==> src/cefp_pkg.sv <==
// ============================================================================
// cefp_pkg - shared types and constants of the Canny edge front end
// Payload structs, register indexes, sector and class codes, step control.
// ============================================================================
`default_nettype none

package cefp_pkg;

    typedef struct packed {
        logic       command;
        logic [7:0] red;
        logic [7:0] green;
        logic [7:0] blue;
    } in_t;

    typedef struct packed {
        logic [1:0] edge_class;
        logic [7:0] magnitude;
        logic       last_pixel;
    } out_t;

    localparam int CFG_DATA_BITS = 12;

    typedef enum logic [1:0] {
        REG_FRAME_WIDTH,
        REG_FRAME_HEIGHT,
        REG_WEAK_LEVEL,
        REG_STRONG_LEVEL
    } cfg_reg_t;

    localparam logic CMD_PIXEL = 1'b0;

    typedef enum logic [1:0] {
        SEC_HORZ,
        SEC_DIAG_UP,
        SEC_VERT,
        SEC_DIAG_DOWN
    } sector_t;

    localparam logic [1:0] CLASS_NONE   = 2'd0;
    localparam logic [1:0] CLASS_WEAK   = 2'd1;
    localparam logic [1:0] CLASS_STRONG = 2'd2;

    // gray = x / 100 as (x * 5243) >> 19, exact for x below 25600
    localparam int GRAY_RECIP = 5243;
    localparam int GRAY_SHIFT = 19;

    localparam int TAN_LOW  = 106;
    localparam int TAN_HIGH = 618;

    localparam int COL_BITS   = 12;
    localparam int NUM_STAGES = 4;
    localparam int STG_GRAY   = 0;
    localparam int STG_BLUR   = 1;
    localparam int STG_SOBEL  = 2;
    localparam int STG_SUPP   = 3;

    localparam int PIPE_DEPTH = 8;
    localparam int OUT_DEPTH  = 16;

    typedef struct packed {
        logic                go;
        logic [1:0]          cur_slot;
        logic [COL_BITS-1:0] cur_col;
        logic [1:0]          nxt_slot;
        logic [COL_BITS-1:0] nxt_col;
        logic                border;
        logic                last;
    } stage_t;

    typedef struct packed {
        stage_t [NUM_STAGES-1:0] stg;
    } step_t;

endpackage

`default_nettype wire

==> src/cefp_fifo.sv <==
// ============================================================================
// cefp_fifo - result queue
// Holds finished results so requests keep flowing while the sink stalls.
// ============================================================================
`default_nettype none

module cefp_fifo (
    input  wire logic                                         aclk,
    input  wire logic                                         aresetn,
    input  wire logic                                         push,
    input  wire cefp_pkg::out_t                               push_data,
    input  wire logic                                         pop,
    output cefp_pkg::out_t                                    head,
    output logic                                              not_empty,
    output logic [$clog2(cefp_pkg::OUT_DEPTH + 1)-1:0]        count
);

    localparam int PW = $clog2(cefp_pkg::OUT_DEPTH);
    localparam int NW = $clog2(cefp_pkg::OUT_DEPTH + 1);

    cefp_pkg::out_t mem [cefp_pkg::OUT_DEPTH];
    logic [PW-1:0]  wr_ptr_reg, rd_ptr_reg;
    logic [NW-1:0]  count_reg;

    assign head      = mem[rd_ptr_reg];
    assign not_empty = count_reg != '0;
    assign count     = count_reg;

    always_ff @(posedge aclk) begin
        if (push) begin
            mem[wr_ptr_reg] <= push_data;
        end
    end

    always_ff @(posedge aclk) begin
        if (!aresetn) begin
            wr_ptr_reg <= '0;
            rd_ptr_reg <= '0;
            count_reg  <= '0;
        end else begin
            if (push) begin
                wr_ptr_reg <= wr_ptr_reg + PW'(1);
            end
            if (pop) begin
                rd_ptr_reg <= rd_ptr_reg + PW'(1);
            end
            count_reg <= count_reg + NW'(push) - NW'(pop);
        end
    end

    a_no_overflow: assert property (@(posedge aclk) disable iff (!aresetn)
        push && !pop |-> count_reg != NW'(cefp_pkg::OUT_DEPTH))
        else $error("result queue overflow");

    a_no_underflow: assert property (@(posedge aclk) disable iff (!aresetn)
        pop |-> count_reg != '0)
        else $error("result queue underflow");

endmodule

`default_nettype wire

==> config.mk <==
export PLATFORM = sky130hd
export DESIGN_NAME = cefp_fifo
export DESIGN_NICKNAME = d
export VERILOG_FILES = /design/src/cefp_pkg.sv /design/src/cefp_fifo.sv
export SDC_FILE = /design/constraint.sdc
export NUM_CORES = 1
export LEC_CHECK = 0
export ABC_AREA = 1
export BUFFER_PORTS_ARGS = -buffer_cell sky130_fd_sc_hd__buf_2
export CAP_MARGIN = 0
export CELL_PAD_IN_SITES_DETAIL_PLACEMENT = 0
export CELL_PAD_IN_SITES_GLOBAL_PLACEMENT = 1
export CORE_ASPECT_RATIO = 0.6
export CORE_UTILIZATION = 51
export CTS_BUF_LIST = sky130_fd_sc_hd__clkbuf_4
export DETAILED_ROUTE_END_ITERATION = 16
export PLACE_DENSITY_LB_ADDON = 0.25
export RECOVER_POWER = 50
export SLEW_MARGIN = 30
export SYNTH_ARGS = -nofsm -noshare
export SYNTH_HDL_FRONTEND = slang
export SYNTH_SLANG_ARGS = --single-unit
==> constraint.sdc <==
create_clock -name aclk -period 2.5 [get_ports aclk]
set_clock_uncertainty 0.1 [all_clocks]
set_input_delay 0.25 -clock aclk [delete_from_list [all_inputs] [get_ports aclk]]
set_output_delay 0.25 -clock aclk [all_outputs]
set_load 0.1 [all_outputs]
Yosys cells after proc, flatten, opt, wreduce, memory -nomap -nowiden

Memories as Yosys holds them, arrays and structs flattened. A register that Yosys moved wholly into a read port is not among the register bits.
Cells that the tools add are included.

Add/subtract/negate cells: 4
Mux-type cells: 4
Reductions and logical operators: 1

Operator list:

| operator              | count |
|---|---|
| $add A4 B1 Y4 const B | 2 |
| $mux W4               | 2 |
| $add A5 B1 Y5         | 1 |
| $reduce_bool A5 Y1    | 1 |
| $sub A5 B1 Y5         | 1 |
| $mux W1               | 2 |

Register bits: 13
Bits in writable memories: 176
Input bits: 15
Output and inout bits: 17
Word-level logic and storage cells: 13
Memories: 1

Memory list:

| memory | words | bits a word | read ports | clocked after Yosys merged registers in | write ports | line            | text |
|---|---|---|---|---|---|---|---|
| mem    | 16    | 11          | 1          | 1                                       | 1           | cefp_fifo.sv:21 | `cefp_pkg::out_t mem [cefp_pkg::OUT_DEPTH];` |

Depth between registers and ports, before layout

Gate-level depths: netlist (run 1).

Depth after elaboration: 3
Gate-level depth with buffers: 11

Worst setup path after synthesis (run 1)

Ideal clock, no wire load.

Path kind: register to register
From: register count_reg[0], in the netlist count[0]
To: register count_reg[4], in the netlist count[4]
Library setup time: 0.114 ns
Data arrival time: 2.345 ns
Setup slack: -0.059 ns
Stages on the path, launching flop included: 12
Buffers on the path: 0
Cells stage by stage: dfxtp_1 -> inv_1 -> ha_1 -> inv_1 -> ha_1 -> fa_1 -> nand2_1 -> a21oi_1 -> nor2_1 -> nand2_1 -> nand2_1 -> nor2_1

Word-level cells in the longest chain between the ends: 2

RTL lines:

| what                     | line            | text |
|---|---|---|
| start: declaration       | cefp_fifo.sv:23 | `logic [NW-1:0] count_reg;` |
| start signal: assignment | cefp_fifo.sv:47 | `count_reg <= count_reg + NW'(push) - NW'(pop);` |
| $add A5 B1 Y5            | cefp_fifo.sv:47 |  |
| $sub A5 B1 Y5            | cefp_fifo.sv:47 |  |

No other way between the ends.
A chain may end at the register's enable or synchronous reset.

==> results of run 1 <==
## per-stage QoR
step	power, uW	TNS [ns]	utilization, %	hold WS [ns]
floorplan	4620	0	-	0.246
global placement	4970	0	57.4	0.368
detailed placement	4990	0	57.4	0.398
CTS	6660	0	60.4	0.381
global route	6910	-0.0725	61.3	0.394
finish	6680	0	61.3	0.412
## layout by cell type (no fill, tap or decap), drive strengths merged
cell and n:
nand4 2, nand2 249, o21ai 3, and3 1, nor2 30, clkinvlp 2, nand3 134, fa 1
a21oi 8, xor2 3, inv 158, clkinv 7, clkbuf 30, dfxtp 17, dlygate4sd3 15, bufinv 1
buf 56, o21a 1, edfxtp 176, ha 11
## cell type report
class	instances	share of cell area, %
Clock buffer	17	1.32
Tap cell	203	2.64
Timing Repair inverter	1	0.0909
Multi-Input combinational cell	443	21.0
Timing Repair Buffer	84	8.89
Clock inverter	15	1.57
Sequential cell	193	58.4
Inverter	152	6.05
## cells by family (layout without fill, tap and decap cells)
| family | after synthesis | after routing | share of synthesized area (%) |
|---|---|---|---|
| AND/OR/NAND/NOR | 416 | 416 | 20.7 |
| flip-flops | 193 | 193 | 67.1 |
| buffers and inverters | 188 | 269 | 9.27 |
| adder cells (fa/ha/maj) | 12 | 12 | 1.88 |
| AO/OA/AOI/OAI | 12 | 12 | 0.746 |
| XOR/XNOR | 3 | 3 | 0.313 |
## synth_stat cells
master    count  area [sq um]
a21oi_1       8          40.0
and3_1        1          6.26
buf_1         4          15.0
buf_2        19          95.1
buf_4         2          15.0
buf_6         5          56.3
clkbuf_1      6          22.5
dfxtp_1      17           340
edfxtp_1    176          5290
fa_1          1          20.0
ha_1         11           138
inv_1       150           563
inv_2         1          3.75
inv_4         1          6.26
nand2_1     249           935
nand3_1     134           671
nand4_1       2          12.5
nor2_1       30           113
o21a_1        1          7.51
o21ai_0       3          15.0
xor2_1        3          26.3
## where the power goes
group | switching, uW | leakage (uW) | total, uW | internal [uW]
Clock | 1140 | 0.000148 | 1670 | 529
Sequential | 43.4 | 0.00173 | 3630 | 3580
Combinational | 980 | 0.00226 | 1380 | 398
Total | 2160 | 0.00414 | 6680 | 4510
## what timing repair did
item	4_1_cts	5_1_grt
setup buffers	0	5
resized for setup	4	18
setup endpoints to repair	10	10
hold buffers	15	0
pin swaps	0	1
gates cloned	1	3
hold endpoints to repair	189	0
## worst max-delay path, stage by stage, from the launching register on
cell and delay [ns]:
dfxtp_4 0.49, clkinv_8 0.11, buf_16 0.19, nand2_1 0.08
nand3_1 0.06, nand3_1 0.14, nand3_1 0.09, nand2_1 0.15
buf_12 0.19
## how the worst max path moves through the flow
stage                     startpoint        end  cells after the start
after floorplan             count[2]  not_empty                      3
final                       register   head[10]                      8
after global placement           pop   count[4]                     11
after global routing        register    head[1]                      8
after CTS                   register    head[4]                      9
after detailed placement         pop   count[4]                     11
## routing by layer
layer  vias up  track usage [%]  part of all wire [%]
met5         -                0                     0
met4         0             7.41                   1.2
met3        14             3.40                   7.2
met2       198             39.2                    46
met1      2725             34.9                    46
li1       2783                -                     -
==> summary.md, run 1 <==
| Metric | Value |
|---|---|
| Status | `finished, final reports clean` |
| # fillers | `1255` |
| Dpl cells | `1052` |
| Final instance area | `9640 sq um` |
| Maxcap violations | `0` |
| Die X | `168 um` |
| Leakage | `0.00414 uW` |
| Vias in the first global route | `5331` |
| Largest register FFs | `176` |
| Hold path startpoint | `pop` |
| Max VDD drop | `0.436 mV` |
| Final Slew Violations | `0` |
| Syn Nets | `851` |
| Port bufs | `31` |
| Drc violations | `0` |
| H-Tree Depth | `4` |
| Placer Congestion | `0.886` |
| Gr ovfl total | `0` |
| Reg-to-Reg Start | `count[0]` |
| Worst r2r path cells | `11` |
| Height of the die | `101 um` |
| Nets | `919` |
| Share of cells above drive strength 1 | `11.7%` |
| Global-route wire length before repair | `30.1 mm` |
| Die area | `17000 sq um` |
| Antenna-violating nets left | `0` |
| # IOs | `32` |
| DPL Wire Length | `11.9 mm` |
| Placed cell areas | `9020 sq um` |
| Fin cells | `1108` |
| Root buf cell | `clkbuf_4` |
| Pwr Density | `693 nW/um^2` |
| Detailed-router iteration count before antenna repair | `5` |
| Fin crit share | `96.6%` |
| Initial DRC count | `590` |
| CTS tree | `built` |
| Cell row count | `35` |
| Register area | `5630 sq um` |
| Area of the mapped netlist | `8390 sq um` |
| Core Footprint | `15700 sq um` |
| Synthesized flop and latch total | `193` |
| Fin crit period | `2.41 ns` |
| Number of vias per cell | `5.16` |
| Max-slew headroom | `45.2%` |
| Pre-CTS WS | `0.505 ns` |
| CTS Sinks | `193` |
| Final setup violation count | `0` |
| CP Capture Type | `primary output` |
| Worst R2R Setup Slack | `0.52 ns` |
| Worst slew pin tran | `0.822 ns` |
| Crit path arrival time | `2.06 ns` |
| Total global-route track usage | `24.3%` |
| WL/cell | `18.1 um` |
| Hold Crit Depth | `3` |
| Clock buffer depth | `2` |
| Required @ worst endpoint | `2.15 ns` |
| CP Launch Type | `register` |
| Final setup margin | `0.0855 ns` |
| Hold WC Path Type | `in2reg` |
| Worst-path clk slew | `0.16 ns` |
| Achievable frequency | `414 MHz` |
| Initial antenna violation count | `0` |
| Final Routed Wirelength | `20.1 mm` |
| Antenna cells | `0` |
| Synth warnings | `0` |
| Synth Instances | `824` |
| Avg Inst Size Synth | `10.2 sq um` |
| Reg2Reg Capture Point | `count[4]` |
| Crit path max fanout | `38` |
| Total number of vias | `5720` |
| Largest net degree at the start of global routing | `45` |
| Multi-input gate area | `2030 sq um` |
| Post-synthesis sequential area ratio | `67.1%` |
| CP Class | `reg2out` |
| Area delta synth->final | `14.9%` |
| Worst-skew pair later-pin latency | `0.54 ns` |
| Synth unique cells | `21` |
| Final Hold Fails | `0` |
| Initial core utilization | `53.3%` |
| CTS Buf Count | `17` |
No activity file was read; power rests on OpenSTA's default activity.
==> run 2: changes to the inputs <==
--- a/config.mk
+++ b/config.mk
@@ -11,11 +11,11 @@
 export CELL_PAD_IN_SITES_DETAIL_PLACEMENT = 0
 export CELL_PAD_IN_SITES_GLOBAL_PLACEMENT = 1
 export CORE_ASPECT_RATIO = 0.6
-export CORE_UTILIZATION = 51
-export CTS_BUF_LIST = sky130_fd_sc_hd__clkbuf_4
+export CORE_UTILIZATION = 49
 export DETAILED_ROUTE_END_ITERATION = 16
 export PLACE_DENSITY_LB_ADDON = 0.25
 export RECOVER_POWER = 50
+export REMOVE_ABC_BUFFERS = 1
 export SLEW_MARGIN = 30
 export SYNTH_ARGS = -nofsm -noshare
 export SYNTH_HDL_FRONTEND = slang
==> run 2 against run 1 <==
Compared with the run above:
- core utilization fell by 2.9 points
- clock-buffer cell count unchanged
- power grew 14%
- wire length fell by 5.2%
- worst setup slack better by 0.091 ns
- first-iteration DRC count down 18%
- combinational power shrank 7%
- sequential power hardly changed
- sequential share of layout area hardly changed
- via count decreased by 2.5%
- non-clock buffer count is 21 lower
- critical endpoint is now head[2]
- highest routed layer unchanged
==> summary.md, run 2 (synthesis gave the netlist of run 1 again) <==
| Metric | Value |
|---|---|
| Hold WC Path Type | `in2reg` |
| CTS tree | `built` |
| Drc violations | `0` |
| Required @ worst endpoint | `2.15 ns` |
| RSZ-0062 raised after global routing | `false` |
| Hold EP | `count[0]` |
| Detailed-router iteration count before antenna repair | `5` |
| Height of the die | `103 um` |
| Number of vias per cell | `5.02` |
| Worst-skew pair later-pin latency | `0.42 ns` |
| Status | `finished, final reports clean` |
| CP Class | `reg2out` |
| Final Routed Wirelength | `19.0 mm` |
| Total negative slack | `0 ns` |
| Post-CTS Setup Repair Bufs | `0` |
| Port bufs | `31` |
| Max-slew headroom | `36.8%` |
| Leakage | `0.00415 uW` |
| Total global-route track usage | `23.3%` |
| Pre-CTS WS | `0.547 ns` |
| Hold Crit Depth | `3` |
| Fin crit share | `93.0%` |
| # IOs | `32` |
| Worst r2r path cells | `5` |
| Root buf cell | `clkbuf_16` |
| Crit path max fanout | `16` |
| Global-route wire length before repair | `29.5 mm` |
| Vias in the first global route | `5236` |
| Initial core utilization | `50.9%` |
| Worst slew pin tran | `0.948 ns` |
| Worst-path clk slew | `0.07 ns` |
| Placer Congestion | `0.825` |
| Largest register FFs | `176` |
| Pwr Density | `793 nW/um^2` |
| Final core utilization | `58.4%` |
| Crit path arrival time | `1.97 ns` |
| CTS Buf Count | `17` |
| Clock buffer depth | `2` |
| CP Launch Type | `register` |
| Area delta synth->final | `14.8%` |
| Share of cells above drive strength 1 | `9.63%` |
| Initial antenna violation count | `0` |
| CTS Sinks | `193` |
| Worst R2R Setup Slack | `0.46 ns` |
| Max VDD drop | `0.428 mV` |
| DPL Wire Length | `11.6 mm` |
| Final Slew Violations | `0` |
| Fin crit period | `2.32 ns` |
| Antenna-violating nets left | `0` |
| Antenna cells | `0` |
| Most frequent cells in the layout | `nand2_1, edfxtp_1, inv_1` |
| # fillers | `1370` |
| Maxcap violations | `0` |
| Reg-to-Reg Start | `wr_ptr_reg[0]` |
| Nets | `897` |
| Core Footprint | `16500 sq um` |
| Cell row count | `36` |
| WL/cell | `17.1 um` |
| Final setup margin | `0.176 ns` |
| Design Power | `7630 uW` |
| Initial DRC count | `486` |
| Final Hold Fails | `0` |
| Final setup violation count | `0` |
| Gr ovfl total | `0` |
| Total number of vias | `5576` |
| Dpl cells | `1078` |
| Die X | `171 um` |
| CP Capture Type | `primary output` |
| Reg2Reg Capture Point | `mem[6][2]` |
| H-Tree Depth | `4` |
| Largest net degree at the start of global routing | `51` |
| Hold path startpoint | `aresetn` |
| Achievable frequency | `430 MHz` |
| Die area | `17700 sq um` |
| Fin cells | `1111` |
| Commonest non-fill, non-tap cell in the layout | `nand2_1` |
[run 2: changes by cell type in the layout (fill, tap and decap cells not counted), moves of 2 or more]
cell,change
clkbuf_16,+15
nand3_1,+5
buf_6,-2
clkbuf_1,+2
dlygate4sd3_1,-14
clkinv_4,-2
inv_6,+2
clkbuf_4,-17
nand2_2,-7
buf_16,-2
nand2_1,+7
nand3_2,-5
clkinvlp_4,-2
[run 2: critical path, cell delays in order, from the launching register on]
cell and delay (ns):
dfxtp_1 0.55, buf_4 0.36, nand3_1 0.15, nand3_1 0.15
nand2_1 0.13, buf_12 0.19
[run 2: routing by layer]
layer  vias up  GRT usage, %  part of all wire, %
met2       175          36.1                   45
met3        25          3.61                  5.6
li1       2741             -                    -
met4         0          8.38                  1.7
met1      2635          33.9                   48
met5         -             0                    0
[run 2: final cells by class]
class | count | area, sq um | area share, %
Timing Repair Buffer | 63 | 564 | 5.86
Inverter | 152 | 573 | 5.95
Clock inverter | 15 | 168 | 1.74
Sequential cell | 193 | 5630 | 58.5
Clock buffer | 17 | 425 | 4.42
Tap cell | 228 | 285 | 2.96
Multi-Input combinational cell | 443 | 1980 | 20.6
[run 2: power breakdown]
part	internal [uW]	switching, uW	total (uW)
Combinational	343	952	1290
Sequential	3580	41.5	3630
Clock	1430	1280	2710
[run 2: how the worst max path moves through the flow]
stage,endpoint,slack (ns),startpoint,depth (start not counted)
floorplan,head[1],-1.32,register,6
global placement,count[4],0.55,pop,11
detailed placement,count[4],0.55,pop,11
CTS,head[2],0.06,register,9
global route,head[0],0.01,register,8
finish,head[2],0.18,register,5
[run 2: repair_timing]
action,CTS,global route
hold endpoints to repair,1,0
hold buffers,1,0
gates resized for setup,0,2
setup endpoints to repair,0,5
[run 2: per-stage QoR]
| stage | area (sq um) | hold WS, ns |
|---|---|---|
| after floorplan | 8180 | 0.243 |
| after global placement | 9030 | 0.370 |
| after detailed placement | 9030 | 0.374 |
| after CTS | 9640 | 0.00968 |
| after global routing | 9630 | 0.0174 |
| final | 9630 | 0.0252 |
