<file path="config.mk">
export PLATFORM = sky130hd
export DESIGN_NAME = cefp_ctrl
export DESIGN_NICKNAME = d
export VERILOG_FILES = /design/src/cefp_pkg.sv /design/src/cefp_ctrl.sv
export SDC_FILE = /design/constraint.sdc
export NUM_CORES = 1
export LEC_CHECK = 0
export ABC_AREA = 1
export BUFFER_PORTS_ARGS = -buffer_cell sky130_fd_sc_hd__buf_2
export CAP_MARGIN = 10
export CORE_MARGIN = 3
export CORE_UTILIZATION = 50
export CTS_BUF_LIST = sky130_fd_sc_hd__clkbuf_4
export DETAILED_ROUTE_END_ITERATION = 10
export PLACE_DENSITY = 0.78
export SETUP_SLACK_MARGIN = 0.02
export SLEW_MARGIN = 10
export SYNTH_ARGS = -nofsm -noshare
export SYNTH_HDL_FRONTEND = slang
export SYNTH_SLANG_ARGS = --single-unit
</file>
<file path="constraint.sdc">
create_clock -name aclk -period 12 [get_ports aclk]
set_clock_uncertainty 0.15 [all_clocks]
set_input_delay 1.2 -clock aclk [delete_from_list [all_inputs] [get_ports aclk]]
set_output_delay 1.2 -clock aclk [all_outputs]
set_load 0.01 [all_outputs]
</file>
<file path="src/cefp_pkg.sv">
// ============================================================================
// cefp_pkg - shared types and constants of the Canny edge front end
// Payload structs, register indexes, sector and class codes, step control.
// ============================================================================
`default_nettype none

package cefp_pkg;

    typedef struct packed {
        logic       command;
        logic [7:0] red;
        logic [7:0] green;
        logic [7:0] blue;
    } in_t;

    typedef struct packed {
        logic [1:0] edge_class;
        logic [7:0] magnitude;
        logic       last_pixel;
    } out_t;

    localparam int CFG_DATA_BITS = 12;

    typedef enum logic [1:0] {
        REG_FRAME_WIDTH,
        REG_FRAME_HEIGHT,
        REG_WEAK_LEVEL,
        REG_STRONG_LEVEL
    } cfg_reg_t;

    localparam logic CMD_PIXEL = 1'b0;

    typedef enum logic [1:0] {
        SEC_HORZ,
        SEC_DIAG_UP,
        SEC_VERT,
        SEC_DIAG_DOWN
    } sector_t;

    localparam logic [1:0] CLASS_NONE   = 2'd0;
    localparam logic [1:0] CLASS_WEAK   = 2'd1;
    localparam logic [1:0] CLASS_STRONG = 2'd2;

    // gray = x / 100 as (x * 5243) >> 19, exact for x below 25600
    localparam int GRAY_RECIP = 5243;
    localparam int GRAY_SHIFT = 19;

    localparam int TAN_LOW  = 106;
    localparam int TAN_HIGH = 618;

    localparam int COL_BITS   = 12;
    localparam int NUM_STAGES = 4;
    localparam int STG_GRAY   = 0;
    localparam int STG_BLUR   = 1;
    localparam int STG_SOBEL  = 2;
    localparam int STG_SUPP   = 3;

    localparam int PIPE_DEPTH = 8;
    localparam int OUT_DEPTH  = 16;

    typedef struct packed {
        logic                go;
        logic [1:0]          cur_slot;
        logic [COL_BITS-1:0] cur_col;
        logic [1:0]          nxt_slot;
        logic [COL_BITS-1:0] nxt_col;
        logic                border;
        logic                last;
    } stage_t;

    typedef struct packed {
        stage_t [NUM_STAGES-1:0] stg;
    } step_t;

endpackage

`default_nettype wire

</file>
<file path="src/cefp_ctrl.sv">
// ============================================================================
// cefp_ctrl - stage sequencer
// Raster positions and row slots of the four stages, lead counters between them;
// decides per request which stages move and where they read and write.
// ============================================================================
`default_nettype none

module cefp_ctrl #(
    parameter int MAX_WIDTH  = 1024,
    parameter int MAX_HEIGHT = 4095,
    localparam int WW = $clog2(MAX_WIDTH + 1),
    localparam int HW = $clog2(MAX_HEIGHT + 1)
) (
    input  wire logic            aclk,
    input  wire logic            aresetn,
    input  wire logic            step_en,
    input  wire logic            pixel,
    input  wire logic [WW-1:0]   w_use,
    input  wire logic [HW-1:0]   h_use,
    output cefp_pkg::step_t      step
);

    localparam int CW = $clog2(MAX_WIDTH);
    localparam int RW = $clog2(MAX_HEIGHT);
    localparam int LW = $clog2(MAX_WIDTH + 4) + 1;
    localparam int NS = cefp_pkg::NUM_STAGES;

    logic [CW-1:0] col_reg  [NS];
    logic [CW-1:0] col_next [NS];
    logic [RW-1:0] row_reg  [NS];
    logic [RW-1:0] row_next [NS];
    logic [1:0]    slot_reg [NS];
    logic [1:0]    slot_next[NS];
    logic          go       [NS];

    logic [LW-1:0] lead_g_reg, lead_b_reg, lead_m_reg;
    logic [LW-1:0] lead_g_next, lead_b_next, lead_m_next;
    logic [LW-1:0] lg1, lb1, lm1;

    function automatic logic [LW-1:0] need_f(input logic [RW-1:0] row,
                                             input logic [CW-1:0] col,
                                             input logic [WW-1:0] w,
                                             input logic [HW-1:0] h);
        logic [LW-1:0] wl;
        wl = LW'(w);
        if (HW'(row) + HW'(1) >= h) begin
            return wl - LW'(col);
        end else if (HW'(row) + HW'(2) == h && WW'(col) + WW'(1) >= w) begin
            return wl + LW'(1);
        end else begin
            return wl + LW'(2);
        end
    endfunction

    always_comb begin
        logic end_col;
        logic end_row;
        lg1 = lead_g_reg + LW'(pixel);
        go[cefp_pkg::STG_GRAY] = pixel;
        go[cefp_pkg::STG_BLUR] =
            lg1 >= need_f(row_reg[1], col_reg[1], w_use, h_use);
        lead_g_next = lg1 - LW'(go[cefp_pkg::STG_BLUR]);
        lb1 = lead_b_reg + LW'(go[cefp_pkg::STG_BLUR]);
        go[cefp_pkg::STG_SOBEL] =
            lb1 >= need_f(row_reg[2], col_reg[2], w_use, h_use);
        lead_b_next = lb1 - LW'(go[cefp_pkg::STG_SOBEL]);
        lm1 = lead_m_reg + LW'(go[cefp_pkg::STG_SOBEL]);
        go[cefp_pkg::STG_SUPP] =
            lm1 >= need_f(row_reg[3], col_reg[3], w_use, h_use);
        lead_m_next = lm1 - LW'(go[cefp_pkg::STG_SUPP]);

        for (int i = 0; i < NS; i++) begin
            end_col = WW'(col_reg[i]) + WW'(1) >= w_use;
            end_row = HW'(row_reg[i]) + HW'(1) >= h_use;
            if (end_col) begin
                col_next[i]  = '0;
                slot_next[i] = slot_reg[i] + 2'd1;
                row_next[i]  = end_row ? '0 : row_reg[i] + RW'(1);
            end else begin
                col_next[i]  = col_reg[i] + CW'(1);
                slot_next[i] = slot_reg[i];
                row_next[i]  = row_reg[i];
            end
            step.stg[i].go       = go[i];
            step.stg[i].cur_slot = slot_reg[i];
            step.stg[i].cur_col  = cefp_pkg::COL_BITS'(col_reg[i]);
            step.stg[i].nxt_slot = slot_next[i];
            step.stg[i].nxt_col  = cefp_pkg::COL_BITS'(col_next[i]);
            step.stg[i].border   = row_reg[i] == '0 || end_row ||
                                   col_reg[i] == '0 || end_col;
            step.stg[i].last     = end_col && end_row;
        end
    end

    always_ff @(posedge aclk) begin
        if (!aresetn) begin
            for (int i = 0; i < NS; i++) begin
                col_reg[i]  <= '0;
                row_reg[i]  <= '0;
                slot_reg[i] <= '0;
            end
            lead_g_reg <= '0;
            lead_b_reg <= '0;
            lead_m_reg <= '0;
        end else if (step_en) begin
            for (int i = 0; i < NS; i++) begin
                if (go[i]) begin
                    col_reg[i]  <= col_next[i];
                    row_reg[i]  <= row_next[i];
                    slot_reg[i] <= slot_next[i];
                end
            end
            lead_g_reg <= lead_g_next;
            lead_b_reg <= lead_b_next;
            lead_m_reg <= lead_m_next;
        end
    end

endmodule

`default_nettype wire

</file>
# Yosys cells after proc, flatten, opt, wreduce, memory -nomap -nowiden

Memory sizes are Yosys's and may differ from the RTL's.
Index checks and enable logic that the tools add are counted.

Memories kept: 3
Register bits: 36
Memory bits (writable): 96
Output and inout bits: 124
Logic and storage cells: 140
Input bits: 27

Reduce and logical (&&, ||, !) cells: 27
Muxes and demuxes: 51
Magnitude comparators: 11
Bitwise logic cells: 12
Add/sub/neg operators: 30
Eq/ne operators: 3

Memories:

| name     | words | width | read ports | clocked after Yosys merged registers in | wr ports | line            | source |
|---|---|---|---|---|---|---|---|
| row_reg  | 4     | 12    | 4          | 0                                       | 4        | cefp_ctrl.sv:30 | `logic [RW-1:0] row_reg [NS];` |
| col_reg  | 4     | 10    | 4          | 0                                       | 4        | cefp_ctrl.sv:28 | `logic [CW-1:0] col_reg [NS];` |
| slot_reg | 4     | 2     | 4          | 0                                       | 4        | cefp_ctrl.sv:32 | `logic [1:0] slot_reg [NS];` |

Operators with widths:

| cell                    | count |
|---|---|
| $mux W12                | 18 |
| $ge A12 B12 Y1          | 7 |
| $mux W10                | 8 |
| $add A12 B1 Y12 const B | 4 |
| $logic_not A12 Y1       | 4 |
| $add A10 B1 Y11 const B | 4 |
| $ge A11 B11 Y1          | 4 |
| $add A10 B1 Y10 const B | 4 |
| $logic_not A10 Y1       | 4 |
| $add A12 B1 Y12         | 3 |
| $add A12 B2 Y12 const B | 3 |
| $eq A12 B12 Y1          | 3 |
| $sub A11 B10 Y12        | 3 |
| $sub A12 B1 Y12         | 3 |
| $mux W1                 | 17 |
| $mux W2                 | 8 |
| $add A11 B1 Y12 const B | 1 |
| $add A11 B2 Y12 const B | 1 |
| $logic_or A1 B1 Y1      | 12 |
| $or A1 B1 Y1            | 12 |
| $add A2 B1 Y2 const B   | 4 |
| $logic_and A1 B1 Y1     | 7 |

# Depth between registers and ports, before layout

Gate-level depths: netlist of run 1.
An unclocked memory read counts as a cell.

Depth after elaboration: 16
Depth in mapped cells: 69
Depth with buffers taken out: 69

# Worst setup path after synthesis of run 1

Ideal clock, no wire load.

Path kind: input -> register
Start point: in w_use[10]
End point: mem row_reg[3][0] in the netlist's numbering (enable)
Data required time: 11.452 ns
Path slack: 2.514 ns
Setup time: 0.398 ns
Buffers on the path: 2
Arrival: 8.938 ns
Cell stages on the path: 49
Cell sequence: clkbuf_1 -> inv_1 -> ha_1 -> a21oi_1 -> o21ai_0 -> a21oi_1 -> nand3_1 -> buf_2 -> nand3_1 -> nand2_1 -> nor2_1 -> nor2_1 -> ha_1 -> nand2_1 -> inv_1 -> nand2_1 -> a31o_2 -> o211a_1 -> [13 not listed] -> o211ai_1 -> ha_1 -> ha_1 -> inv_1 -> nor2_1 -> nand4_1 -> or2_2 -> xor2_1 -> inv_1 -> ha_1 -> nand2_1 -> inv_1 -> nand2_1 -> nor3_1 -> nand2_1 -> o211ai_1 -> nand2_1 -> o21ai_0

RTL lines:

| item        | line            | source |
|---|---|---|
| from (decl) | cefp_ctrl.sv:18 | `input wire logic [WW-1:0] w_use,` |
| to (decl)   | cefp_ctrl.sv:30 |  |

==> flow_summary.json, run 1 <==
{
  "status": "complete, no violations",
  "postLayoutCoreUtil_pct": 55.9,
  "syn_area_um2": 15500,
  "synthArstFlopShare_pct": 0,
  "ys_types": 53,
  "die_w_um": 182,
  "layout_min_cycle_time_ns": 10.99,
  "gp_congestion": 0.990,
  "worst_slack_ns": 1.01,
  "largest_reg_flops": 48,
  "synth_most_common_cell": "nand2_1",
  "worst_slew_margin_rel_pct": 23.4,
  "total_power_mw": 1.55,
  "synth_edf_count": 96,
  "dp_cells": 2818,
  "instances_no_fill": 2863,
  "final_nets": 2676,
  "timing.final.crit_share_pct": 91.6,
  "clk_path_buf_depth": 2,
  "rsz0062_at_grt": "no",
  "drtIter0Drc": 1230,
  "worst_path_largest_cell_delay_ns": 0.43,
  "ctsHoldBuffers": 0,
  "drt-wirelength-per-cell_um": 17.0,
  "start_util_pct": 51.5,
  "cts_inserted_buffers": 17,
  "maxCapViolCount": 0,
  "syn-instance-count": 2335,
  "cts_sinks": 132,
  "crit_buf_inv": 12,
  "start_kind": "flip-flop",
  "antenna_found_initial": 3,
  "power.leakage_nw": 8.89,
  "routed_wl_um": 48600,
  "cp_max_fo": 18,
  "core_area_um2": 30100,
  "drt_first_pass_iters": 6,
  "worstPathRequired_ns": 10.65,
  "root_buffer": "clkbuf_4",
  "cp_top_family": "simple AND/OR/NAND/NOR gates",
  "synth_flop_cell": "edfxtp_1",
  "synth_area_per_cell_um2": 6.64,
  "cts_max_level": 4,
  "yosys-top-cells-area": "edfxtp_1, ha_1, nand2_1, inv_1, nor2_1",
  "worstPathArrival_ns": 9.64,
  "setup_violations": 0,
  "drv_slew": 0,
  "cp-end-kind": "primary output",
  "fp-row-count": 63,
  "grt_pass1_vias": 15200,
  "grt_first_pass_wirelength_um": 77900,
  "grt_overflow_total": 0,
  "die_y_um": 182,
  "drive_gt1_share_pct": 9.48,
  "cts_tree": "built",
  "worst_pin_slew_ns": 1.14,
  "worst_path_most_repeated_cell": "nand2_1",
  "hold_viol_final": 0,
  "io_pins": 151,
  "post-place-ws_ns": 1.36,
  "ys_ff_latch": 132,
  "numPortBuffers": 134,
  "stdcell_area_um2": 16800,
  "power_density_nw_per_um2": 92.1,
  "grt_usage_pct": 29.2,
  "synth_top_area_share_pct": 18.6,
  "dr_total_vias": 15900,
  "postPlaceCellArea_um2": 16500,
  "crit_type": "reg2out",
  "max_freq_mhz": 91.0,
  "yosysWarnings": 0,
  "area_growth_pct": 8.66,
  "clk_latency_ns": 0.65,
  "die_area_um2": 33100,
  "cpMaxStageDelayCell": "edfxtp_1",
  "n_fill_cell": 3019,
  "ys_seq_area_share_pct": 23.3,
  "hold_class": "reg2reg",
  "ir_worst_vdd_mv": 0.0546,
  "path_clk_slew_ns": 0.17,
  "netlist_top_cells_count": "nand2_1, inv_1, nor2_1",
  "grt_max_degree": 66,
  "antenna_left": 0,
  "setup_tns_ns": 0,
  "viasPerCell": 5.55,
  "holdWs_ns": 0.396,
  "synth_top_cell_by_area": "edfxtp_1",
  "route.detailed.drc": 0,
  "dpl.hpwl_um": 38800
}
[cells by family after synthesis]
| family | count (synthesis) | share of synthesized area, % |
|---|---|---|
| compound gates | 253 | 8.87 |
| xor+xnor | 121 | 7.03 |
| fa+ha+maj | 194 | 15.8 |
| buf+inv | 463 | 11.8 |
| flops | 132 | 23.3 |
| other cells | 1 | 0.0242 |
| simple gates | 1171 | 33.2 |
[worst paths after layout]
path | startpoint | to | slack [ns] | depth (start not counted)
worst max-delay path | row_reg[1][2] | step[123] | 1.01 | 56
worst min-delay path | lead_g_reg[11] | lead_g_reg[11] | 0.40 | 2
worst max register to register | row_reg[1][2] | row_reg[3][5] | 1.57 | 57
worst min register to register | lead_g_reg[11] | lead_g_reg[11] | 0.40 | 2
[layout by cell type (no fill, tap or decap), types with 6 or more instances in the layout]
cell        n
dfxtp_1    36
nand3_1   163
xnor2_1    20
xor2_1     98
edfxtp_1   96
nor2_2     12
or2_2      10
buf_2     134
conb_1     16
o21ai_0    93
a21oi_1   115
nand4_1    73
nor3_1     99
clkbuf_4   17
o211ai_1    6
ha_1      191
inv_1     391
nand2_1   522
o21a_1      6
nor4_1     14
nor2_1    250
o21ai_1     6
buf_4      21
[worst reg2reg max path: cells and delay by family (launching register included)]
family,cells,cell delay (ns)
and+or+nand+nor,27,4.23
DFF,1,0.43
buffers and inverters,11,1.16
AOI/OAI and AO/OA,8,1.53
adders and majority gates,9,2.22
xor gates and xnor gates,2,0.48
[metal layers]
layer / part of all wire, % / wire (um) / global-route usage [%] / vias to the layer above
li1: - / - / - / 7870
met1: 41 / 20000 / 35.9 / 7213
met2: 47 / 22700 / 49.9 / 627
met3: 6.9 / 3340 / 4.29 / 167
met4: 5.3 / 2570 / 14.0 / 2
met5: 0.014 / 7 / 0 / -
[layout make-up]
class | count | area, um2 | share of cell area (%)
Sequential cell | 132 | 3600 | 21.4
Inverter | 394 | 1480 | 8.81
Multi-Input combinational cell | 1755 | 10100 | 60.2
Clock buffer | 17 | 128 | 0.758
Antenna cell | 5 | 12.5 | 0.0743
Tap cell | 390 | 488 | 2.90
Clock inverter | 15 | 166 | 0.988
Timing Repair Buffer | 155 | 828 | 4.92
[power breakdown]
part	leakage (nW)	internal [mW]	switching [mW]
clock network	0.151	0.128	0.211
logic	7.44	0.220	0.424
registers	1.30	0.526	0.0402
[what timing repair did]
action / CTS / global route
endpoints found under the setup margin: 0 / 1
gates resized for setup: 0 / 2
setup buffers: 0 / 8
hold endpoints to repair: 0 / 0
Note: power is estimated with default switching activity, not from simulation.
==> inputs of run 2 (changes only) <==
--- a/config.mk
+++ b/config.mk
@@ -8,11 +8,13 @@
 export ABC_AREA = 1
 export BUFFER_PORTS_ARGS = -buffer_cell sky130_fd_sc_hd__buf_2
 export CAP_MARGIN = 10
+export CELL_PAD_IN_SITES_DETAIL_PLACEMENT = 0
+export CELL_PAD_IN_SITES_GLOBAL_PLACEMENT = 2
 export CORE_MARGIN = 3
-export CORE_UTILIZATION = 50
+export CORE_UTILIZATION = 35
 export CTS_BUF_LIST = sky130_fd_sc_hd__clkbuf_4
 export DETAILED_ROUTE_END_ITERATION = 10
-export PLACE_DENSITY = 0.78
+export PLACE_DENSITY = 0.93
 export SETUP_SLACK_MARGIN = 0.02
 export SLEW_MARGIN = 10
 export SYNTH_ARGS = -nofsm -noshare
==> run 2 against run 1 <==
Compared with the run above:
- critical endpoint unchanged
- largest power group unchanged
- largest cell class unchanged
- routed wire length grew 7.0%
- critical path depth fell by 4
- sequential power hardly changed
- non-clock buffer count fell by 8
==> flow_summary.json, run 2 (same netlist as run 1, synthesis figures left out) <==
{
  "antenna_left": 0,
  "drt-wirelength-per-cell_um": 17.1,
  "clk_latency_ns": 0.65,
  "grt_pass1_vias": 14500,
  "cp_max_fo": 18,
  "n_fill_cell": 4700,
  "cp-end-kind": "primary output",
  "crit_buf_inv": 12,
  "multi_input_area_um2": 10100,
  "viasPerCell": 5.10,
  "switching_power_mw": 0.683,
  "hold_viol_final": 0,
  "seq_power_share_pct": 36.1,
  "power.leakage_nw": 8.87,
  "min_from": "lead_g_reg[11]",
  "io_pins": 151,
  "start_util_pct": 35.7,
  "final_cell_mix": "nand2_1, inv_1, nor2_1",
  "final_nets": 2668,
  "layout_min_cycle_time_ns": 10.96,
  "postLayoutCoreUtil_pct": 39.3,
  "route.detailed.drc": 0,
  "hold_class": "reg2reg",
  "grt_overflow_total": 0,
  "cts_inserted_buffers": 17,
  "power_frac_clock_pct": 22.9,
  "dpl.hpwl_um": 41700,
  "worst_slew_margin_rel_pct": 16.0,
  "die_area_um2": 46800,
  "setup.worst_path.start": "row_reg[1][2]",
  "timing.final.crit_share_pct": 91.4,
  "grt_max_degree": 65,
  "cp_top_family": "simple AND/OR/NAND/NOR gates",
  "drt_first_pass_iters": 8,
  "post-place-ws_ns": 1.36,
  "die_y_um": 216,
  "p_int_mw": 0.894,
  "drtIter0Drc": 1184,
  "rsz0062_at_grt": "no",
  "final_common_cell": "nand2_1",
  "die_w_um": 216,
  "antenna_found_initial": 1,
  "max_freq_mhz": 91.2,
  "p_sw_share_pct": 43.3,
  "worstPathArrival_ns": 9.61,
  "critical_path_depth": 52,
  "crit_type": "reg2out",
  "start_kind": "flip-flop",
  "core_area_um2": 43400,
  "cts_tree": "built",
  "holdPathStages": 2,
  "worst_pin_slew_ns": 1.26,
  "worstReg2RegStart": "row_reg[1][2]",
  "root_buffer": "clkbuf_4",
  "worstHoldEndpoint": "lead_g_reg[11]",
  "cpMaxStageDelayCell": "edfxtp_1",
  "worst_slack_ns": 1.04,
  "ctsHoldBuffers": 0,
  "ir_worst_vdd_mv": 0.0590,
  "timing.rr.end": "row_reg[3][8]",
  "cts_max_level": 4,
  "fp-row-count": 76,
  "routed_wl_um": 52000,
  "area_growth_pct": 9.96,
  "status": "complete, no violations",
  "seq_area_um2": 3600,
  "setup_tns_ns": 0,
  "worst_path_largest_cell_delay_ns": 0.50,
  "dr_total_vias": 15500,
  "cts_sinks": 132,
  "grt_first_pass_wirelength_um": 80900,
  "dp_cells": 3011,
  "maxCapViolCount": 0,
  "gp_congestion": 0.935,
  "largest_reg_flops": 48,
  "numPortBuffers": 134,
  "clk_path_buf_depth": 2,
  "p_comb_share_pct": 41.0,
  "worstPathRequired_ns": 10.65,
  "r2r_cells": 55,
  "path_clk_slew_ns": 0.14,
  "setup_violations": 0,
  "drive_gt1_share_pct": 9.23,
  "power_density_nw_per_um2": 92.6,
  "grt_usage_pct": 22.0,
  "drv_slew": 0,
  "reg2reg_slack_ns": 1.65,
  "instances_no_fill": 3047
}
## run 2: cell types whose count changed in the layout (fill, tap and decap cells not counted), sizes merged
| cell | before | now |
|---|---|---|
| buf | 155 | 147 |
| diode | 5 | 2 |
| bufinv | 2 | 3 |
| clkinvlp | 4 | 3 |
## run 2: how the worst max path moves through the flow
stage	endpoint	slack, ns
5_1_grt	step[123]	0.03
3_3_place_gp	step[123]	1.67
4_1_cts	step[123]	0.71
3_5_place_dp	row_reg[3][8]	1.36
2_1_floorplan	row_reg[3][0]	2.51
6_report	step[123]	1.04
## run 2: area by class of cell
cell class                      count  area share (%)
Sequential cell                   132            21.1
Inverter                          394            8.68
Multi-Input combinational cell   1755            59.5
Antenna cell                        2          0.0294
Tap cell                          585            4.30
Clock buffer                       17           0.749
Timing Repair Buffer              147            4.51
Clock inverter                     15            1.13
## run 2: timing repair
| item | 4_1_cts | 5_1_grt |
|---|---|---|
| gates resized for setup | 0 | 1 |
| setup buffers | 0 | 2 |
| setup endpoints to repair | 0 | 1 |
## run 2: stage by stage
stage                     hold slack (ns)  total power, mW  instance area, um2
after floorplan                     0.340             1.01               15600
after global placement              0.362             1.21               16700
after detailed placement            0.374             1.22               16700
after CTS                           0.393             1.59               17000
after global routing                0.442             1.70               17000
final                               0.399             1.58               17000
## run 2: worst min-delay path, cell delays in order, from the launching register on
cell and delay [ns]:
dfxtp_1 0.34, o21ai_0 0.13, a21oi_1 0.05
## run 2: power by group through the flow
stage / Clock (mW) / Combinational (mW) / Sequential [mW]
6_report: 0.361 / 0.647 / 0.569
5_1_grt: 0.393 / 0.733 / 0.575
4_1_cts: 0.374 / 0.643 / 0.569
3_5_place_dp: 0 / 0.640 / 0.579
3_3_place_gp: 0 / 0.636 / 0.578
2_1_floorplan: 0 / 0.438 / 0.570
## run 2: per-layer routing
layer / wire length [um] / GRT usage, %
met1: 25600 / 31.8
met5: 0 / 0
met3: 2640 / 2.45
met2: 22700 / 34.7
met4: 1060 / 6.15
==> inputs of run 3 (changes only) <==
--- a/config.mk
+++ b/config.mk
@@ -10,6 +10,7 @@
 export CAP_MARGIN = 10
 export CELL_PAD_IN_SITES_DETAIL_PLACEMENT = 0
 export CELL_PAD_IN_SITES_GLOBAL_PLACEMENT = 2
+export CORE_ASPECT_RATIO = 2
 export CORE_MARGIN = 3
 export CORE_UTILIZATION = 35
 export CTS_BUF_LIST = sky130_fd_sc_hd__clkbuf_4
==> run 3 against run 2 <==
Compared with the run above:
- clock-buffer cell count stayed put
- clock power shrank 6.9%
- design area is 0.23% lower
- via count grew 1.4%
- power fell by 0.18%
- flip-flop and latch count unchanged
- worst setup slack lost 0.063 ns
- combinational power is 3.6% higher
- die area up 0.33%
==> flow_summary.json, run 3 (same netlist as run 1, synthesis figures left out) <==
{
  "status": "complete, no violations",
  "worst_pin_slew_ns": 1.10,
  "worst_slew_margin_rel_pct": 26.7,
  "cts_tree": "built",
  "die_y_um": 304,
  "n_fill_cell": 4782,
  "crit_buf_inv": 12,
  "worst_slack_ns": 0.974,
  "die_w_um": 155,
  "drtIter0Drc": 823,
  "area_growth_pct": 9.71,
  "maxCapViolCount": 0,
  "grt_overflow_total": 0,
  "drive_gt1_share_pct": 9.25,
  "total_power_mw": 1.57,
  "p_int_mw": 0.888,
  "numPortBuffers": 134,
  "grt_first_pass_wirelength_um": 86400,
  "dp_cells": 2980,
  "stdcell_area_um2": 17000,
  "fp-row-count": 108,
  "switching_power_mw": 0.687,
  "path_clk_slew_ns": 0.15,
  "die_area_um2": 47000,
  "hold_viol_final": 0,
  "route.detailed.drc": 0,
  "start_util_pct": 35.6,
  "final_nets": 2673,
  "rsz0062_at_grt": "no",
  "drt_first_pass_iters": 8,
  "start_kind": "flip-flop",
  "ctsHoldBuffers": 0,
  "worst_path_largest_cell_delay_ns": 0.51,
  "cpMaxStageDelayCell": "edfxtp_1",
  "setup_violations": 0,
  "core_area_um2": 43500,
  "cts_max_level": 4,
  "viasPerCell": 5.22,
  "clk_latency_ns": 0.67,
  "seq_power_share_pct": 36.1,
  "ir_worst_vdd_mv": 0.0647,
  "grt_pass1_vias": 15700,
  "power_density_nw_per_um2": 92.6,
  "antenna_left": 0,
  "power_frac_clock_pct": 21.4,
  "worstPathRequired_ns": 10.65,
  "drt-wirelength-per-cell_um": 18.8,
  "drv_slew": 0,
  "cp_top_family": "simple AND/OR/NAND/NOR gates",
  "cp-end-kind": "primary output",
  "cts_inserted_buffers": 17,
  "crit_type": "reg2out",
  "multi_input_area_um2": 10100,
  "dr_total_vias": 15800,
  "power.leakage_nw": 8.87,
  "p_sw_share_pct": 43.6,
  "routed_wl_um": 56700,
  "grt_max_degree": 66,
  "hold_class": "reg2reg",
  "cp_max_fo": 18,
  "worstPathArrival_ns": 9.68,
  "grt_usage_pct": 24.0,
  "root_buffer": "clkbuf_4",
  "worst_path_most_repeated_cell": "nand2_1",
  "postPlaceCellArea_um2": 16700,
  "layout_min_cycle_time_ns": 11.03,
  "final_cell_mix": "nand2_1, inv_1, nor2_1",
  "antenna_found_initial": 1,
  "dpl.hpwl_um": 47100,
  "timing.final.crit_share_pct": 91.9,
  "cts_sinks": 132,
  "post-place-ws_ns": 1.27,
  "io_pins": 151,
  "max_freq_mhz": 90.7,
  "clk_path_buf_depth": 2,
  "instances_no_fill": 3017,
  "seq_area_um2": 3600,
  "largest_reg_flops": 48,
  "p_comb_share_pct": 42.6,
  "setup_tns_ns": 0,
  "gp_congestion": 0.967,
  "final_common_cell": "nand2_1"
}
[run 3: changes by cell type in the layout (fill, tap and decap cells not counted), sizes merged]
cell | before | now
buf | 147 | 152
clkinv | 4 | 8
clkinvlp | 3 | 5
inv | 399 | 393
[run 3: area by class of cell]
| class | count | area share [%] |
|---|---|---|
| Multi-Input combinational cell | 1755 | 59.6 |
| Sequential cell | 132 | 21.2 |
| Inverter | 394 | 8.70 |
| Timing Repair Buffer | 152 | 4.74 |
| Tap cell | 550 | 4.05 |
| Clock inverter | 15 | 0.957 |
| Clock buffer | 17 | 0.751 |
| Antenna cell | 2 | 0.0294 |
[run 3: worst paths after layout]
check / cells after the start / end / slack, ns / from
setup / recovery: 52 / step[123] / 0.97 / row_reg[1][2]
setup reg to reg: 55 / col_reg[3][5] / 1.60 / row_reg[1][2]
hold / removal: 2 / lead_g_reg[11] / 0.40 / lead_g_reg[11]
hold reg to reg: 2 / lead_g_reg[11] / 0.40 / lead_g_reg[11]
[run 3: power by group through the flow]
stage | Clock [mW] | Combinational, mW | Sequential [mW]
6_report | 0.336 | 0.670 | 0.568
2_1_floorplan | 0 | 0.438 | 0.570
5_1_grt | 0.363 | 0.749 | 0.574
3_3_place_gp | 0 | 0.659 | 0.578
4_1_cts | 0.350 | 0.669 | 0.569
3_5_place_dp | 0 | 0.666 | 0.579
[run 3: metrics by stage]
step	util [%]	hold slack, ns
detailed placement	38.3	0.377
global placement	38.3	0.360
floorplan	-	0.340
finish	39.1	0.403
global route	39.1	0.423
CTS	39.0	0.403
[run 3: timing repair]
| action | in CTS | in global routing |
|---|---|---|
| setup endpoints to repair | 0 | 1 |
| gates resized for setup | 0 | 1 |
| setup buffers | 0 | 3 |
[run 3: worst register-to-register path, delay by kind of cell, from the launching register on]
kind / cells / cell delay (ns)
compound gates: 8 / 1.39
fa+ha+maj: 9 / 2.21
buf+inv: 11 / 1.20
simple gates: 25 / 4.21
xor+xnor: 2 / 0.51
flops: 1 / 0.51
[run 3: routing by layer]
metal | share of wire, % | wire (um) | track usage [%] | vias to the layer above
li1 | - | - | - | 7866
met1 | 33 | 19000 | 21.9 | 7215
met2 | 55 | 31200 | 47.5 | 491
met3 | 4.0 | 2270 | 3.36 | 191
met4 | 7.4 | 4220 | 16.6 | 0
met5 | 0 | 0 | 0 | -
